===== src/design/kms_pkg.sv =====
// Package: shared constants, key codes and character lookup functions for the keypad scanner.
`default_nettype none
package kms_pkg;

   // Tick counter width and compare width against the 16-bit thresholds
   localparam int TICK_WIDTH = 16;
   localparam int THRESH_WIDTH = 16;
   localparam int CMP_WIDTH = (TICK_WIDTH > THRESH_WIDTH) ? TICK_WIDTH : THRESH_WIDTH;

   // Key codes
   localparam logic [3:0] KEY_STAR = 4'd9;
   localparam logic [3:0] KEY_HASH = 4'd11;
   localparam logic [3:0] KEY_LAST = 4'd11;
   localparam logic [3:0] KEY_NONE = 4'd15;

   // Configuration register indexes
   localparam logic [1:0] CSR_ENABLE = 2'd0;
   localparam logic [1:0] CSR_MULTITAP = 2'd1;
   localparam logic [1:0] CSR_DEBOUNCE = 2'd2;
   localparam logic [1:0] CSR_TIMEOUT = 2'd3;

   // Command codes
   localparam logic CMD_SCAN = 1'b0;
   localparam logic CMD_READ = 1'b1;

   // Number of characters on each key
   function automatic logic [2:0] key_len(input logic [3:0] key);
      logic [2:0] len;
      case (key)
         4'd0, 4'd9, 4'd11: len = 3'd1;
         4'd6, 4'd8:        len = 3'd5;
         4'd10:             len = 3'd2;
         default:           len = 3'd4;
      endcase
      return len;
   endfunction

   // Position of the digit within each key's character list
   function automatic logic [2:0] digit_pos(input logic [3:0] key);
      logic [2:0] pos;
      case (key)
         4'd6, 4'd8:                       pos = 3'd4;
         4'd1, 4'd2, 4'd3, 4'd4, 4'd5, 4'd7: pos = 3'd3;
         default:                          pos = 3'd0;
      endcase
      return pos;
   endfunction

   // Character ROM: out-of-range index selects the first character
   function automatic logic [7:0] char_of(input logic [3:0] key, input logic [2:0] idx);
      logic [2:0] sel;
      logic [7:0] code;
      sel = (idx >= key_len(key)) ? 3'd0 : idx;
      code = 8'h00;
      case (key)
         4'd0:  code = "1";
         4'd1:  case (sel) 3'd0: code = "A"; 3'd1: code = "B"; 3'd2: code = "C";
                   default: code = "2"; endcase
         4'd2:  case (sel) 3'd0: code = "D"; 3'd1: code = "E"; 3'd2: code = "F";
                   default: code = "3"; endcase
         4'd3:  case (sel) 3'd0: code = "G"; 3'd1: code = "H"; 3'd2: code = "I";
                   default: code = "4"; endcase
         4'd4:  case (sel) 3'd0: code = "J"; 3'd1: code = "K"; 3'd2: code = "L";
                   default: code = "5"; endcase
         4'd5:  case (sel) 3'd0: code = "M"; 3'd1: code = "N"; 3'd2: code = "O";
                   default: code = "6"; endcase
         4'd6:  case (sel) 3'd0: code = "P"; 3'd1: code = "Q"; 3'd2: code = "R";
                   3'd3: code = "S"; default: code = "7"; endcase
         4'd7:  case (sel) 3'd0: code = "T"; 3'd1: code = "U"; 3'd2: code = "V";
                   default: code = "8"; endcase
         4'd8:  case (sel) 3'd0: code = "W"; 3'd1: code = "X"; 3'd2: code = "Y";
                   3'd3: code = "Z"; default: code = "9"; endcase
         4'd9:  code = "*";
         4'd10: code = (sel == 3'd0) ? "0" : " ";
         4'd11: code = "#";
         default: code = 8'h00;
      endcase
      return code;
   endfunction

endpackage
`default_nettype wire


===== src/design/keypad_multitap_scanner_unit.sv =====
// Top level: 4x3 keypad scanner with debounce, multi-tap letter entry and read-out.
// Latency: a request beat's result is presented on rsp_ the cycle after it is accepted.
// Throughput: one request beat per cycle unless rsp_tready stalls; the scan state updates as each
// beat is taken, and the result register accepts a new beat in the same cycle its held beat is taken.
// Reset: synchronous, active high; stops scanning, drives row 0 and restores the
// configuration defaults (debounce 20 ticks, multi-tap timeout 1000 ticks).
`default_nettype none
module keypad_multitap_scanner_unit (
   input  wire logic        clock,
   input  wire logic        reset,
   // request channel
   input  wire logic        req_tvalid,
   output logic             req_tready,
   input  wire logic [7:0]  req_tdata,   // [2:0] col_lines, [3] time_tick, [7:4] zero
   input  wire logic        req_tuser,   // [0] command
   // result channel
   output logic             rsp_tvalid,
   input  wire logic        rsp_tready,
   output logic [31:0]      rsp_tdata,   // [3:0] row_drive, [4] key_ready, [5] char_valid,
                                         // [13:6] char_code, [14] preview_valid,
                                         // [22:15] preview_code, [23] tone_valid,
                                         // [27:24] tone_key, [31:28] zero
   // configuration write port
   input  wire logic        csr_we,
   input  wire logic [1:0]  csr_index,
   input  wire logic [15:0] csr_wdata
);

   typedef enum logic [2:0] {
      PH_STOP     = 3'd0,
      PH_IDLE     = 3'd1,
      PH_PRESS_DB = 3'd2,
      PH_DECODE   = 3'd3,
      PH_TAP      = 3'd4,
      PH_WAIT_REL = 3'd5,
      PH_REL_DB   = 3'd6
   } phase_type;

   localparam int TW = kms_pkg::TICK_WIDTH;
   localparam int CW = kms_pkg::CMP_WIDTH;

   // State and configuration registers
   phase_type       phase_ff, phase_in;
   logic [3:0]      row_ff, row_in;
   logic [3:0]      cur_key_ff, cur_key_in;
   logic [3:0]      prev_key_ff, prev_key_in;
   logic [2:0]      tap_cnt_ff, tap_cnt_in;
   logic            ready_ff, ready_in;
   logic            pending_ff, pending_in;
   logic [TW-1:0]   db_cnt_ff, db_cnt_in;
   logic [TW-1:0]   tap_tmr_ff, tap_tmr_in;
   logic            mt_mode_ff, mt_mode_in;
   logic [15:0]     db_ticks_ff, db_ticks_in;
   logic [15:0]     timeout_ff, timeout_in;
   logic            rsp_valid_ff, rsp_valid_in;
   logic [31:0]     rsp_data_ff, rsp_data_in;

   // Beat fields and step results
   logic            accept;
   logic            cmd;
   logic [2:0]      cols;
   logic            tick;
   logic            pressed;
   logic [TW-1:0]   db_cnt_t, tap_tmr_t;
   logic [3:0]      shifted;
   logic [1:0]      row_idx, col_idx;
   logic [3:0]      key_dec;
   logic [2:0]      tap_next;
   logic            cv, pv, tv;
   logic [7:0]      cc, pc;
   logic [3:0]      tk;
   logic [2:0]      rd_idx;

   assign req_tready = !rsp_valid_ff || rsp_tready;
   assign accept     = req_tvalid && req_tready;
   assign cmd        = req_tuser;
   assign cols       = req_tdata[2:0];
   assign tick       = req_tdata[3];
   assign pressed    = (cols != 3'd0);

   assign rsp_tvalid = rsp_valid_ff;
   assign rsp_tdata  = rsp_data_ff;

   // Saturating tick counters, advanced before the step acts
   assign db_cnt_t  = (tick && (db_cnt_ff != {TW{1'b1}})) ? db_cnt_ff + 1'b1 : db_cnt_ff;
   assign tap_tmr_t = (tick && (tap_tmr_ff != {TW{1'b1}})) ? tap_tmr_ff + 1'b1 : tap_tmr_ff;

   // Row rotation and key decode, lowest column wins
   assign shifted = {row_ff[2:0], 1'b0};
   always_comb begin
      if (row_ff[0])      row_idx = 2'd0;
      else if (row_ff[1]) row_idx = 2'd1;
      else if (row_ff[2]) row_idx = 2'd2;
      else                row_idx = 2'd3;
      if (cols[0])        col_idx = 2'd0;
      else if (cols[1])   col_idx = 2'd1;
      else if (cols[2])   col_idx = 2'd2;
      else                col_idx = 2'd0;
   end
   assign key_dec = {1'b0, row_idx, 1'b0} + {2'b00, row_idx} + {2'b00, col_idx};

   // Next tap count on a repeat tap of the same key
   assign tap_next = (tap_cnt_ff + 3'd1 == kms_pkg::key_len(cur_key_ff)) ?
                     3'd0 : tap_cnt_ff + 3'd1;

   assign rd_idx = mt_mode_ff ? tap_cnt_ff : kms_pkg::digit_pos(cur_key_ff);

   // Step logic and configuration writes
   always_comb begin
      phase_in    = phase_ff;
      row_in      = row_ff;
      cur_key_in  = cur_key_ff;
      prev_key_in = prev_key_ff;
      tap_cnt_in  = tap_cnt_ff;
      ready_in    = ready_ff;
      pending_in  = pending_ff;
      db_cnt_in   = db_cnt_ff;
      tap_tmr_in  = tap_tmr_ff;
      mt_mode_in  = mt_mode_ff;
      db_ticks_in = db_ticks_ff;
      timeout_in  = timeout_ff;
      cv = 1'b0; cc = 8'h00; pv = 1'b0; pc = 8'h00; tv = 1'b0; tk = 4'd0;

      if (accept) begin
         db_cnt_in  = db_cnt_t;
         tap_tmr_in = tap_tmr_t;
         if (cmd == kms_pkg::CMD_READ) begin
            if (ready_ff) begin
               cv         = 1'b1;
               cc         = kms_pkg::char_of(cur_key_ff, rd_idx);
               ready_in   = 1'b0;
               tap_cnt_in = 3'd0;
            end
         end else begin
            unique case (phase_ff)
               PH_IDLE: begin
                  // commit a timed-out tap, then hold row on a press or rotate
                  if (pending_ff && ((CW)'(tap_tmr_t) >= (CW)'(timeout_ff))) begin
                     pending_in  = 1'b0;
                     prev_key_in = kms_pkg::KEY_NONE;
                     ready_in    = 1'b1;
                  end
                  if (pressed) begin
                     ready_in  = 1'b0;
                     phase_in  = PH_PRESS_DB;
                     db_cnt_in = '0;
                  end else begin
                     row_in = (shifted == 4'd0) ? 4'd1 : shifted;
                  end
               end
               PH_PRESS_DB: begin
                  if (!pressed) begin
                     phase_in = PH_IDLE;
                  end else if ((CW)'(db_cnt_t) >= (CW)'(db_ticks_ff)) begin
                     phase_in   = PH_DECODE;
                     tap_tmr_in = '0;
                  end
               end
               PH_DECODE: begin
                  cur_key_in = key_dec;
                  if (mt_mode_ff && key_dec != kms_pkg::KEY_STAR &&
                      key_dec != kms_pkg::KEY_HASH) begin
                     phase_in = PH_TAP;
                  end else begin
                     phase_in = PH_WAIT_REL;
                  end
               end
               PH_TAP: begin
                  if (prev_key_ff != cur_key_ff && pending_ff) begin
                     // different key: commit the pending letter, keep scanning
                     cur_key_in = prev_key_ff;
                     phase_in   = PH_IDLE;
                     ready_in   = 1'b1;
                     pending_in = 1'b0;
                  end else begin
                     tap_cnt_in  = (prev_key_ff == cur_key_ff) ? tap_next : 3'd0;
                     pending_in  = 1'b1;
                     prev_key_in = cur_key_ff;
                     phase_in    = PH_WAIT_REL;
                  end
               end
               PH_WAIT_REL: begin
                  if (!pressed) begin
                     phase_in  = PH_REL_DB;
                     db_cnt_in = '0;
                  end
               end
               PH_REL_DB: begin
                  if (pressed) begin
                     phase_in = PH_WAIT_REL;
                  end else if ((CW)'(db_cnt_t) >= (CW)'(db_ticks_ff)) begin
                     phase_in = PH_IDLE;
                     if (!mt_mode_ff || cur_key_ff == kms_pkg::KEY_STAR ||
                         cur_key_ff == kms_pkg::KEY_HASH) begin
                        ready_in = 1'b1;
                     end else begin
                        pv = 1'b1;
                        pc = kms_pkg::char_of(cur_key_ff, tap_cnt_ff);
                     end
                     tv = 1'b1;
                     tk = cur_key_ff;
                  end
               end
               default: begin
                  // stopped: hold everything
               end
            endcase
         end
      end

      // Configuration writes must arrive only while no beat is in flight; the block itself does not enforce this
      if (csr_we) begin
         unique case (csr_index)
            kms_pkg::CSR_ENABLE: begin
               phase_in = csr_wdata[0] ? PH_IDLE : PH_STOP;
               ready_in = 1'b0;
            end
            kms_pkg::CSR_MULTITAP: begin
               mt_mode_in = csr_wdata[0];
               pending_in = 1'b0;
               if (csr_wdata[0]) prev_key_in = kms_pkg::KEY_NONE;
            end
            kms_pkg::CSR_DEBOUNCE: db_ticks_in = csr_wdata;
            kms_pkg::CSR_TIMEOUT:  timeout_in  = csr_wdata;
            default: begin
            end
         endcase
      end
   end

   // Result register: load on accept, drop when the held beat is taken
   always_comb begin
      rsp_valid_in = rsp_valid_ff;
      rsp_data_in  = rsp_data_ff;
      if (accept) begin
         rsp_valid_in = 1'b1;
         rsp_data_in  = {4'd0, tk, tv, pc, pv, cc, cv, ready_in, row_in};
      end else if (rsp_tready) begin
         rsp_valid_in = 1'b0;
      end
   end

   always_ff @(posedge clock) begin
      if (reset) begin
         phase_ff     <= PH_STOP;
         row_ff       <= 4'd1;
         cur_key_ff   <= 4'd0;
         prev_key_ff  <= kms_pkg::KEY_NONE;
         tap_cnt_ff   <= 3'd0;
         ready_ff     <= 1'b0;
         pending_ff   <= 1'b0;
         db_cnt_ff    <= '0;
         tap_tmr_ff   <= '0;
         mt_mode_ff   <= 1'b0;
         db_ticks_ff  <= 16'd20;
         timeout_ff   <= 16'd1000;
         rsp_valid_ff <= 1'b0;
      end else begin
         phase_ff     <= phase_in;
         row_ff       <= row_in;
         cur_key_ff   <= cur_key_in;
         prev_key_ff  <= prev_key_in;
         tap_cnt_ff   <= tap_cnt_in;
         ready_ff     <= ready_in;
         pending_ff   <= pending_in;
         db_cnt_ff    <= db_cnt_in;
         tap_tmr_ff   <= tap_tmr_in;
         mt_mode_ff   <= mt_mode_in;
         db_ticks_ff  <= db_ticks_in;
         timeout_ff   <= timeout_in;
         rsp_valid_ff <= rsp_valid_in;
      end
      rsp_data_ff <= rsp_data_in;
   end

endmodule
`default_nettype wire

===== config.mk =====
export PLATFORM = sky130hd
export DESIGN_NAME = keypad_multitap_scanner_unit
export DESIGN_NICKNAME = d
export VERILOG_FILES = /design/src/design/kms_pkg.sv /design/src/design/keypad_multitap_scanner_unit.sv
export SDC_FILE = /design/constraint.sdc
export NUM_CORES = 1
export LEC_CHECK = 0
export BUFFER_PORTS_ARGS = -buffer_cell sky130_fd_sc_hd__buf_2
export CAP_MARGIN = 20
export CORE_MARGIN = 2
export CORE_UTILIZATION = 65
export CTS_CLUSTER_DIAMETER = 60
export CTS_CLUSTER_SIZE = 20
export DETAILED_ROUTE_END_ITERATION = 10
export PLACE_DENSITY = 0.92
export SLEW_MARGIN = 20
export SYNTH_ARGS = -nofsm -noshare
export SYNTH_HDL_FRONTEND = slang
export SYNTH_SLANG_ARGS = --single-unit
export TNS_END_PERCENT = 1

===== constraint.sdc =====
create_clock -name clock -period 11.7 [get_ports clock]
set_clock_uncertainty 0.05 [all_clocks]
set_input_delay 2.34 -clock clock [delete_from_list [all_inputs] [get_ports clock]]
set_output_delay 2.34 -clock clock [all_outputs]
set_load 0.1 [all_outputs]

# ---- Yosys cells after proc, flatten, opt, wreduce, memory -nomap -nowiden
# Memories as Yosys holds them, arrays and structs flattened. A register that Yosys moved wholly into a read port is not among the register bits.
# Cells that the tools add are included.
dict set report classes {
  addsub 5
  magnitude_cmp 4
  n_eq_ne 35
  n_mux 108
  bitwise_logic 3
  n_reduce_logical 32
}
# operator n
set op_table {}
lappend op_table {{$pmux W7 S3} 12}
lappend op_table {{$pmux W7 S12} 2}
lappend op_table {{$mux W16} 9}
lappend op_table {{$pmux W7 S4} 4}
lappend op_table {{$mux W3} 29}
lappend op_table {{$mux W4} 14}
lappend op_table {{$add A16 B1 Y16 const B} 2}
lappend op_table {{$ge A16 B16 Y1} 2}
lappend op_table {{$ne A16 B16 Y1 const B} 2}
lappend op_table {{$pmux W16 S2} 1}
lappend op_table {{$mux W1} 24}
lappend op_table {{$eq A3 B2 Y1 const B} 6}
lappend op_table {{$pmux W3 S6} 1}
lappend op_table {{$eq A4 B3 Y1 const B} 4}
lappend op_table {{$eq A4 B4 Y1 const B} 4}
lappend op_table {{$pmux W4 S2} 2}
lappend op_table {{$mux W2} 5}
lappend op_table {{$mux W5} 2}
lappend op_table {{$eq A3 B1 Y1 const B} 3}
lappend op_table {{$eq A3 B3 Y1 const B} 3}
lappend op_table {{$pmux W3 S3} 1}
lappend op_table {{$eq A4 B2 Y1 const B} 2}
lappend op_table {{$logic_not A4 Y1} 2}
lappend op_table {{$ne A4 B4 Y1 const B} 2}
lappend op_table {{other kinds (29)} 49}
dict set report totals {
  ff_bits 114
  mem_bits_ro 48
  inputBits 32
  out_inout_bits 34
  wordCells 207
  memories 1
}
# name words width read_ports rd_clocked_by_memory_dff wr line
set mem_list {}
lappend mem_list {{(no name shown)} 16 3 1 1 0 kms_pkg.sv:41} ;# case (key)

# ---- Depth between registers and ports, before layout
# Gate-level depths: netlist (run 1).
dict set report logic_depth {
  word_depth 14
  mapped_depth 15
  ltp_nobuf 13
}

# ---- Worst setup path after synthesis (run 1)
# OpenSTA, ideal clock, no wires.
dict set report synth_timing {
  path_type {input port to flip-flop}
  from {in req_tdata[3]}
  to {reg tap_tmr_ff[14]}
  setup_time_ns 0.122
  arrival_ns 5.501
  t_required_ns 11.528
  slack_ns 6.027
  stages 14
  n_path_buf 2
  path_cell_list {clkbuf_1 and3_1 nand3_1 nor3_1 nand3_1 xnor2_1 ha_1 nand4_1 nor3_2 or4b_4 a31oi_4 buf_6 a21oi_2 a221o_1}
}
dict set report synth_between {
  elab_chain_len 7
  word_cells_on_any_way 9
  classes_between {order compare: 1; mux: 6; reduce/logical: 2}
}
# element line
set synth_lines {}
lappend synth_lines {{start, declared} keypad_multitap_scanner_unit.sv:14} ;# input wire logic [7:0] req_tdata,
lappend synth_lines {{$logic_and A1 B1 Y1} keypad_multitap_scanner_unit.sv:85} ;# assign db_cnt_t = (tick && (db_cnt_ff != {TW{1'b1}})) ? db_cnt_ff + 1'b1 : db_cnt_ff;
lappend synth_lines {{$mux W16} keypad_multitap_scanner_unit.sv:85}
lappend synth_lines {{$ge A16 B16 Y1} keypad_multitap_scanner_unit.sv:154} ;# end else if ((CW)'(db_cnt_t) >= (CW)'(db_ticks_ff)) begin
lappend synth_lines {{$mux W16} keypad_multitap_scanner_unit.sv:154}
lappend synth_lines {{$mux W16} keypad_multitap_scanner_unit.sv:152} ;# if (!pressed) begin
lappend synth_lines {{$mux W16} keypad_multitap_scanner_unit.sv:135} ;# unique case (phase_ff)
lappend synth_lines {{$mux W16 (*)} keypad_multitap_scanner_unit.sv:127} ;# if (cmd == kms_pkg::CMD_READ) begin
lappend synth_lines {{end signal, assigned} keypad_multitap_scanner_unit.sv:267} ;# tap_tmr_ff <= tap_tmr_in;
lappend synth_lines {{end, declared} keypad_multitap_scanner_unit.sv:51} ;# logic [TW-1:0] tap_tmr_ff, tap_tmr_in;
# Every way passes the cells marked *; elsewhere a longest branch is shown, timed or not.
# A chain may end at the register's enable or synchronous reset.

# ---- Final worst setup path (run 1)
dict set report layout_timing {
  from {in req_tdata[3]}
  to {reg tap_tmr_ff[6]}
}
# Same word-level chain as after synthesis.

==> results.yml, run 1 <==
sta:
  grt_setup_unrepaired: "false"
  relSlewSlack_pct: 22.1
  min_period_ns: 5.86
  worst_hold_slack_ns: 0.404
  fin_tns_setup_ns: 0
  max_freq_ghz: 0.171
  drv_slew: 0
  finalSetupViolations: 0
  worst_pin_slew_ns: 1.16
  period_share_pct: 50.0
  hold_viol_final: 0
global_routing:
  globalRouteOverflowTotal: 0
  antenna_found_initial: 1
  track_usage_pct: 31.2
  grt_pass1_wl_mm: 32.2
  grt_max_degree: 60
  grt_pass1_vias: 6817
hold_path:
  min_path_type: "reg -> reg"
floorplan:
  core_area_um2: 11500
  die_height_um: 113
  die_area_um2: 12700
  start_util_pct: 66.8
  io_pins: 66
  die_x_um: 113
  rows: 39
critical_path:
  r2r_slack_ns: 7.27
  timing.critical_path.mode_cell: "nand3_1"
  max_stage_delay_ns: 0.56
  cp-startpoint: "req_tdata[3]"
  worstSetupEndpoint: "tap_tmr_ff[6]$_SDFFE_PP0P_"
  path_max_fanout: 16
  crit_arrival_ns: 6.12
  crit_path_cell_trace: "buf_2, and3_1, nand3_1, nor3_1, nand3_1, xnor2_1, ha_1, nand4_1, nor3_2, or4b_4, a31oi_4, a21oi_2, a221o_1"
  crit_path_start_kind: "primary input"
  cp.depth: 13
  path_class: "in -> reg"
  path_delay_family: "simple AND/OR/NAND/NOR gates"
  worst-path-buf-inv: 1
  critPathRequiredTime_ns: 11.96
  endpoint_kind: "flip-flop"
  worst_path_max_delay_cell: "nor3_1"
  rr_worst_depth: 12
  reg2reg_to: "tap_tmr_ff[6]$_SDFFE_PP0P_"
  r2r-start: "db_cnt_ff[4]$_SDFFE_PP0P_"
drt:
  drtPass1Iterations: 7
  drt_iter0_drc: 765
  routed_via_density: 6.66
  vias: 7426
  drcViolationCount: 0
  ant_nets: 0
  drt_wl_total_mm: 19.8
  wl_per_cell_um: 17.7
cts:
  cts_tree: "built"
  cts_buffers: 17
  insertion_delay_ns: 0.42
  cts_hold_buf: 0
  clk_pin_slew_ns: 0.05
  clk_path_buf_depth: 2
  cts_sinks: 114
  htree_levels: 4
  post_cts_resized: 0
  postCtsSetupRepairBufs: 0
  cts_root_buf: "clkbuf_16"
yosys:
  synth_area_per_cell_um2: 8.17
  yosysSeqAreaShare_pct: 33.2
  synth_top_cell_by_area: "dfxtp_1"
  synthArstFlopShare_pct: 0
  ys_types: 82
  synth_edf_count: 26
  yosys_warnings: 0
  netlist_instances: 937
  synth-seq-cells: 114
  synth_top_area_share_pct: 23.0
  synth.area.top_cells: "dfxtp_1 (23%), edfxtp_1 (10%), ha_1 (7.0%)"
  syn-cell-area_um2: 7660
  synth-main-ff-cell: "dfxtp_1"
cells_and_area:
  diodes: 0
  area_growth_pct: 10.5
  stdcell_count: 1115
  drive_above_1_share_pct: 12.3
  fin_nets: 1037
power_and_ir_drop:
  p_leak_nw: 3.42
  ir_drop_uv: 145
  finalPower_mw: 1.04
  powerDensity_nw_per_um2: 122
placement:
  dp_cells: 1083
  place.gp.congestion: 0.954
  port_buffers: 55
  dpl.hpwl_mm: 13.2
job:
  cap_viol_max_count: 0
outcome:
  status: "finished clean"
==> worst min-delay path by stage <==
stage	from	end	slack, ns	cells after the start
after floorplan	db_ticks_ff[10]$_SDFFE_PP0P_	db_ticks_ff[10]$_SDFFE_PP0P_	0.39	2
after global placement	timeout_ff[1]$_SDFFE_PP0P_	timeout_ff[1]$_SDFFE_PP0P_	0.39	2
after detailed placement	timeout_ff[4]$_SDFFE_PP0P_	timeout_ff[4]$_SDFFE_PP0P_	0.40	2
after CTS	timeout_ff[4]$_SDFFE_PP0P_	timeout_ff[4]$_SDFFE_PP0P_	0.40	2
after global routing	db_ticks_ff[0]$_SDFFE_PP0P_	db_ticks_ff[0]$_SDFFE_PP0P_	0.43	2
final	timeout_ff[11]$_SDFFE_PP0P_	timeout_ff[11]$_SDFFE_PP0P_	0.40	2
==> stage by stage <==
stage	setup slack [ns]	utilization, %	area (um^2)
floorplan	6.03	-	7680
global placement	5.54	68.9	7900
detailed placement	5.50	68.9	7900
CTS	5.93	73.7	8450
global route	5.60	73.8	8460
finish	5.84	73.8	8460
==> cells in the mapped netlist (all sizes together), types with 18 or more instances <==
master,count
a21oi,97
and2,18
buf,18
clkbuf,45
dfxtp,88
edfxtp,26
ha,43
inv,54
nand2,110
nand3,29
nor2,54
nor3,20
o21ai,38
xnor2,27
==> final cells by class <==
cell class | count | area [um^2]
Timing Repair Buffer | 62 | 328
Multi-Input combinational cell | 710 | 4660
Tap cell | 143 | 179
Sequential cell | 114 | 2540
Clock buffer | 26 | 520
Clock inverter | 5 | 25.0
Inverter | 55 | 206
Fill cell | 838 | 3010
==> state kept, by name (all words and copies together) (netlist names), named ones only <==
name,count
cur_key_ff,4
db_cnt_ff,16
db_ticks_ff,16
mt_mode_ff,1
pending_ff,1
phase_ff,3
prev_key_ff,4
ready_ff,1
row_ff,4
rsp_tdata,26
rsp_tvalid,1
tap_cnt_ff,3
tap_tmr_ff,16
timeout_ff,16
==> placed cells by master, fill, tap and decap left out, drive strengths merged, types with 5 or more instances in the layout <==
master   count
ha          43
conb         6
or2          5
o21ai       38
and3        16
a31oi       16
a21oi       97
a221o       11
or3         12
edfxtp      26
nand4       15
a2111oi      8
nand2      110
dfxtp       88
o211ai      16
mux2         6
and4         6
nor2b        7
a21o        15
nor3        20
and2        18
clkinv       6
o21a         5
mux2i       10
inv         54
a221oi       9
buf         62
nor2        54
nand3       29
a211oi      12
nand2b      15
o22ai        5
xnor2       27
xor2        11
clkbuf      26
==> where the power goes <==
part           leakage, nW  internal [mW]  total, mW  switching, mW
combinational         2.17         0.0333      0.134          0.100
clock                0.275          0.302      0.480          0.178
sequential           0.973          0.414      0.422        0.00814
total                 3.42          0.749       1.04          0.287
==> logic make-up after synthesis <==
family          after synthesis  synth area share (%)
simple gates                331                  22.0
compound gates              274                  24.4
buf+inv                     118                  6.29
flops                       114                  33.2
fa+ha+maj                    45                  7.55
xor+xnor                     38                  4.34
mux                          16                  2.19
other cells                   1                0.0490
==> per-layer routing <==
layer  wire [um]  part of all wire [%]  track usage [%]  up-vias
li1            -                     -                -     3467
met1        8150                    41             39.3     3462
met2        9250                    47             50.7      421
met3        1760                   8.9             8.15       74
met4         591                   3.0             12.9        2
met5          13                 0.066                0        -
==> worst register-to-register path, delay by kind of cell (launching register included) <==
kind | cells | cell delay (ns)
AOI/OAI and AO/OA | 3 | 1.10
xor gates and xnor gates | 1 | 0.17
adders and majority gates | 1 | 0.31
DFF | 1 | 0.47
and+or+nand+nor | 7 | 2.23
Power figures use the tool's default switching activity.
==> run 2, diff against run 1 <==
CORE_UTILIZATION = 55   (was 65)
PLACE_DENSITY = 0.83   (was 0.92)
clock period = 4.9 ns   (was 11.7 ns; I/O delays follow)
==> run 2 against run 1 <==
Critical path depth rose by 1. Highest routed layer is now met4. First-iteration DRC count rose by 28%. Count of clock-buffer cells in the layout fell by 2. Wire length rose by 1.6%. Worst hold slack improved by 0.00069 ns. Sequential power rose by 140%. Sequential cell count did not move. Cell count rose by 4.0%.
==> results.yml, run 2 (synthesis results as in run 1) <==
placement:
  placed_area_um2: 8020
  place.gp.congestion: 0.903
  place_ws_ns: 0.351
  port_buffers: 55
  dpl.hpwl_mm: 13.8
  dp_cells: 1129
critical_path:
  crit_arrival_ns: 4.42
  timing.critical_path.mode_cell: "nand3_1"
  crit_path_cell_trace: "buf_2, and3_1, nand3_1, nor3_1, nand3_1, xnor2_1, ha_1, nand4_1, nor3_2, or4b_4, a31oi_4, buf_4, a2111oi_0, a221o_1"
  critPathRequiredTime_ns: 5.16
  crit_path_start_kind: "primary input"
  path_class: "in -> reg"
  worst_path_max_delay_cell: "or4b_4"
  path_max_fanout: 11
  endpoint_kind: "flip-flop"
  max_stage_delay_ns: 0.54
drt:
  ant_nets: 0
  routed_via_density: 6.30
  wl_per_cell_um: 17.3
  drtPass1Iterations: 8
  vias: 7308
  drcViolationCount: 0
  drt_wl_total_mm: 20.1
  drt_iter0_drc: 979
sta:
  max_freq_ghz: 0.240
  worst_slack_ns: 0.737
  relSlewSlack_pct: 41.8
  worst_hold_slack_ns: 0.404
  finalSetupViolations: 0
  grt_setup_unrepaired: "false"
  worst_pin_slew_ns: 0.872
  drv_slew: 0
  period_share_pct: 85.0
  hold_viol_final: 0
  min_period_ns: 4.16
  fin_tns_setup_ns: 0
power_and_ir_drop:
  p_leak_nw: 3.49
  powerDensity_nw_per_um2: 306
  ir_drop_uv: 265
global_routing:
  track_usage_pct: 27.4
  globalRouteOverflowTotal: 0
  grt_max_degree: 40
  grt_pass1_wl_mm: 32.5
  grt_pass1_vias: 6687
  antenna_found_initial: 0
cells_and_area:
  num-fill-cells: 1169
  largest_register_ffs: 26
  final_common_cell: "nand2_1"
  area_growth_pct: 13.0
  diodes: 0
  drive_above_1_share_pct: 13.4
  final_cell_mix: "nand2_1 (110), a21oi_1 (94), dfxtp_1 (88), buf_2 (55), inv_1 (54)"
  fin_nets: 1045
  stdcell_count: 1160
  stdcell_area_um2: 8650
floorplan:
  rows: 43
  die_height_um: 122
  io_pins: 66
  die_x_um: 122
  start_util_pct: 55.8
  die_area_um2: 14900
  core_area_um2: 13700
outcome:
  status: "finished clean"
job:
  cap_viol_max_count: 0
cts:
  cts_hold_buf: 0
  clk_path_buf_depth: 2
  cts_root_buf: "clkbuf_16"
  htree_levels: 4
  cts_sinks: 114
  insertion_delay_ns: 0.42
  clk_pin_slew_ns: 0.06
  postCtsSetupRepairBufs: 0
  cts_buffers: 17
  post_cts_resized: 0
  cts_tree: "built"
hold_path:
  min_path_type: "reg -> reg"
## run 2: area by class of cell
class	count	area (um^2)	area share [%]
clock inverters	7	90.1	1.04
flip-flops and latches	114	2540	29.4
inverters	55	206	2.39
repair buffers	70	388	4.48
multi-input cells	710	4660	53.8
clock buffers	24	546	6.30
well taps	180	225	2.60
## run 2: critical path: cells and delay by family
kind / cells / cell delay, ns
and+or+nand+nor: 7 / 1.70
buffers and inverters: 2 / 0.40
AOI/OAI and AO/OA: 3 / 0.82
xor gates and xnor gates: 1 / 0.17
adders and majority gates: 1 / 0.33
## run 2: routing by layer
| layer | vias to the layer above | part of all wire [%] | track usage, % | routed length (um) |
|---|---|---|---|---|
| met1 | 3419 | 43 | 36.1 | 8590 |
| met4 | 0 | 2.8 | 11.6 | 570 |
| met5 | - | 0 | 0 | 0 |
| met2 | 356 | 46 | 43.7 | 9240 |
| li1 | 3476 | - | - | - |
| met3 | 57 | 8.3 | 5.57 | 1670 |
## run 2: metrics by stage
step           util (%)  power (mW)
4_1_cts            63.1        2.66
6_report           63.1        2.65
5_1_grt            63.1        2.72
2_1_floorplan         -        1.27
3_5_place_dp       58.4        1.34
3_3_place_gp       58.4        1.34
## run 2: where the power goes
group | internal (mW) | switching, mW
Combinational | 0.0829 | 0.241
Sequential | 0.988 | 0.0189
Clock | 0.874 | 0.445
## run 2: final timing paths
path / from / end / slack (ns) / cells after the start
max: req_tdata[3] / tap_tmr_ff[5]$_SDFFE_PP0P_ / 0.74 / 14
min: db_ticks_ff[7]$_SDFFE_PP0P_ / db_ticks_ff[7]$_SDFFE_PP0P_ / 0.40 / 2
min reg2reg: db_ticks_ff[7]$_SDFFE_PP0P_ / db_ticks_ff[7]$_SDFFE_PP0P_ / 0.40 / 2
max reg2reg: db_cnt_ff[4]$_SDFFE_PP0P_ / tap_tmr_ff[5]$_SDFFE_PP0P_ / 0.79 / 13
==> run 3, diff against run 2 <==
ABC_AREA = 1   (was default)
PLACE_DENSITY = 0.84   (was 0.83)
clock period = 3.55 ns   (was 4.9 ns; I/O delays follow)
==> run 3 against run 2 <==
Die area decreased by 4.4%. Utilization increased by 2.3 points. Critical path type is now reg -> reg. Worst hold slack gained 0.013 ns. Largest cell class unchanged. Sequential power rose by 38%. Synthesized cell count rose by 12%. Via count down 2.8%.
==> results.yml, run 3 <==
cells_and_area:
  final_cell_mix: "nand2_1 (242), inv_1 (146), nor2_1 (108), a21oi_1 (105), dfxtp_1 (88)"
  diodes: 0
  stdcell_area_um2: 8560
  final_common_cell: "nand2_1"
  fin_nets: 1203
  drive_above_1_share_pct: 14.2
  area_growth_pct: 17.1
  largest_register_ffs: 26
drt:
  drt_wl_total_mm: 18.4
  wl_per_cell_um: 14.0
  ant_nets: 0
  drtPass1Iterations: 8
  drcViolationCount: 0
  drt_iter0_drc: 692
  vias: 7107
  routed_via_density: 5.40
cts:
  cts_tree: "built"
  cts_sinks: 114
  htree_levels: 4
  clk_path_buf_depth: 2
  cts_buffers: 17
  insertion_delay_ns: 0.43
  cts_hold_buf: 0
  clk_pin_slew_ns: 0.06
  cts_root_buf: "clkbuf_16"
sta:
  period_share_pct: 94.9
  drv_slew: 0
  min_period_ns: 3.37
  relSlewSlack_pct: 42.1
  hold_viol_final: 0
  fin_tns_setup_ns: 0
  max_freq_ghz: 0.297
  finalSetupViolations: 0
  worst_pin_slew_ns: 0.867
  grt_setup_unrepaired: "true"
floorplan:
  rows: 42
  die_height_um: 119
  core_area_um2: 13100
  io_pins: 66
  die_x_um: 119
  die_area_um2: 14200
  start_util_pct: 55.9
power_and_ir_drop:
  finalPower_mw: 3.72
  p_leak_nw: 3.90
  clock_power_share_pct: 49.4
  p_int_mw: 2.74
  ir_drop_uv: 270
  swShare_pct: 26.6
  powerDensity_nw_per_um2: 435
  p_sw_uw: 989
  seq_power_share_pct: 37.4
  p_comb_share_pct: 13.2
outcome:
  status: "finished clean"
critical_path:
  crit_path_start_kind: "flip-flop"
  endpoint_kind: "flip-flop"
  path_max_fanout: 14
  critPathRequiredTime_ns: 3.78
  path_class: "reg -> reg"
  crit_arrival_ns: 3.60
yosys:
  syn-cell-area_um2: 7310
  synth_top_cell_by_area: "dfxtp_1"
  synthArstFlopShare_pct: 0
  synth_area_per_cell_um2: 6.93
  yosysSeqAreaShare_pct: 34.8
  yosysMostFrequentCell: "nand2_1"
  synth-seq-cells: 114
  synth_edf_count: 26
  synth-main-ff-cell: "dfxtp_1"
  yosys_warnings: 0
  netlist_instances: 1054
  synth.area.top_cells: "dfxtp_1 (24%), nand2_1 (13%), edfxtp_1 (11%)"
  synth_top_area_share_pct: 24.1
  synth_common_cells: "nand2_1 (247), inv_1 (146), nor2_1 (111)"
  ys_types: 54
job:
  cap_viol_max_count: 0
global_routing:
  grt_pass1_wl_mm: 29.9
  grt_max_degree: 50
  antenna_found_initial: 0
  track_usage_pct: 26.1
  globalRouteOverflowTotal: 0
  grt_pass1_vias: 6406
placement:
  dpl.hpwl_mm: 13.1
  port_buffers: 55
  place.gp.congestion: 0.950
  placed_area_um2: 7830
hold_path:
  min_path_type: "reg -> reg"
run 3: changes by cell type after synthesis, sizes merged, moves of 14 or more:
| cell | change |
|---|---|
| o21ai | +35 |
| nor2 | +64 |
| clkbuf | -27 |
| inv | +105 |
| nand2 | +141 |
| xnor2 | -22 |
| and2 | -17 |
| a21o | -14 |
| nand3 | +19 |
| xor2 | +19 |
| nand2b | -15 |
| and3 | -16 |
run 3: through the flow:
step           hold WS [ns]  cells  utilization (%)  setup WS, ns
6_report              0.417   1315             65.4         0.182
5_1_grt               0.440   1315             65.4       -0.0912
4_1_cts               0.413   1314             64.8        0.0251
3_5_place_dp          0.405   1282             59.8        0.0880
3_3_place_gp          0.403   1282             59.8         0.184
2_1_floorplan         0.385   1059                -         0.548
run 3: repair_timing:
item                       CTS  global route
setup endpoints to repair    1            33
cloned                       0             0
setup buffers                0             1
resized for setup            1            19
hold endpoints to repair     0             0
pin swaps                    0             6
run 3: cell type report:
type,instances,area (um^2)
multi-input cells,756,4100
flip-flops and latches,114,2540
repair buffers,78,452
clock buffers,24,524
clock inverters,8,119
fillers,1101,4530
inverters,159,602
well taps,176,220
run 3: final timing paths:
check	startpoint	end	slack (ns)	cells after the start
setup / recovery	db_cnt_ff[1]$_SDFFE_PP0P_	rsp_tdata[26]$_SDFFCE_PP0P_	0.18	22
hold / removal	timeout_ff[10]$_SDFFE_PP0P_	timeout_ff[10]$_SDFFE_PP0P_	0.42	2
setup reg to reg	db_cnt_ff[1]$_SDFFE_PP0P_	rsp_tdata[26]$_SDFFCE_PP0P_	0.18	22
hold reg to reg	timeout_ff[10]$_SDFFE_PP0P_	timeout_ff[10]$_SDFFE_PP0P_	0.42	2
run 3: worst max-delay path, stage by stage (launching register included):
cell	delay, ns
dfxtp_1	0.36
ha_2	0.21
nand3_2	0.12
nor3_4	0.18
nand2_1	0.09
nand2_2	0.10
inv_4	0.09
nand2_1	0.08
xor2_1	0.18
inv_1	0.09
ha_1	0.30
nand2_1	0.07
nor2_1	0.13
and2_1	0.16
nor2_1	0.05
nand2_1	0.08
nand2_2	0.08
nand2_2	0.09
nand2_2	0.07
nor3_4	0.26
buf_4	0.16
inv_1	0.08
nor2_1	0.12
run 3: kinds of logic after synthesis:
group                    count (synthesis)  synth area share (%)
buffers and inverters                  189                  10.4
XOR/XNOR                                35                  4.19
AND/OR/NAND/NOR                        459                  26.6
adder cells (fa/ha/maj)                 45                  7.91
other                                    1                0.0513
flip-flops                             114                  34.8
AO/OA/AOI/OAI                          210                  15.9
multiplexers                             1                 0.154
run 3: power groups by stage:
stage          Clock [mW]  Combinational (mW)  Sequential [mW]
3_3_place_gp            0               0.468             1.42
6_report             1.84               0.491             1.39
5_1_grt              1.91               0.535             1.40
2_1_floorplan           0               0.267             1.52
4_1_cts              1.84               0.482             1.39
3_5_place_dp            0               0.477             1.42
run 3: layer usage:
layer / GRT usage, % / vias up / wire length, um
li1: - / 3566 / -
met1: 33.4 / 3220 / 7920
met2: 43.8 / 284 / 8900
met3: 4.31 / 37 / 1110
met4: 11.1 / 0 / 480
met5: 0 / - / 0
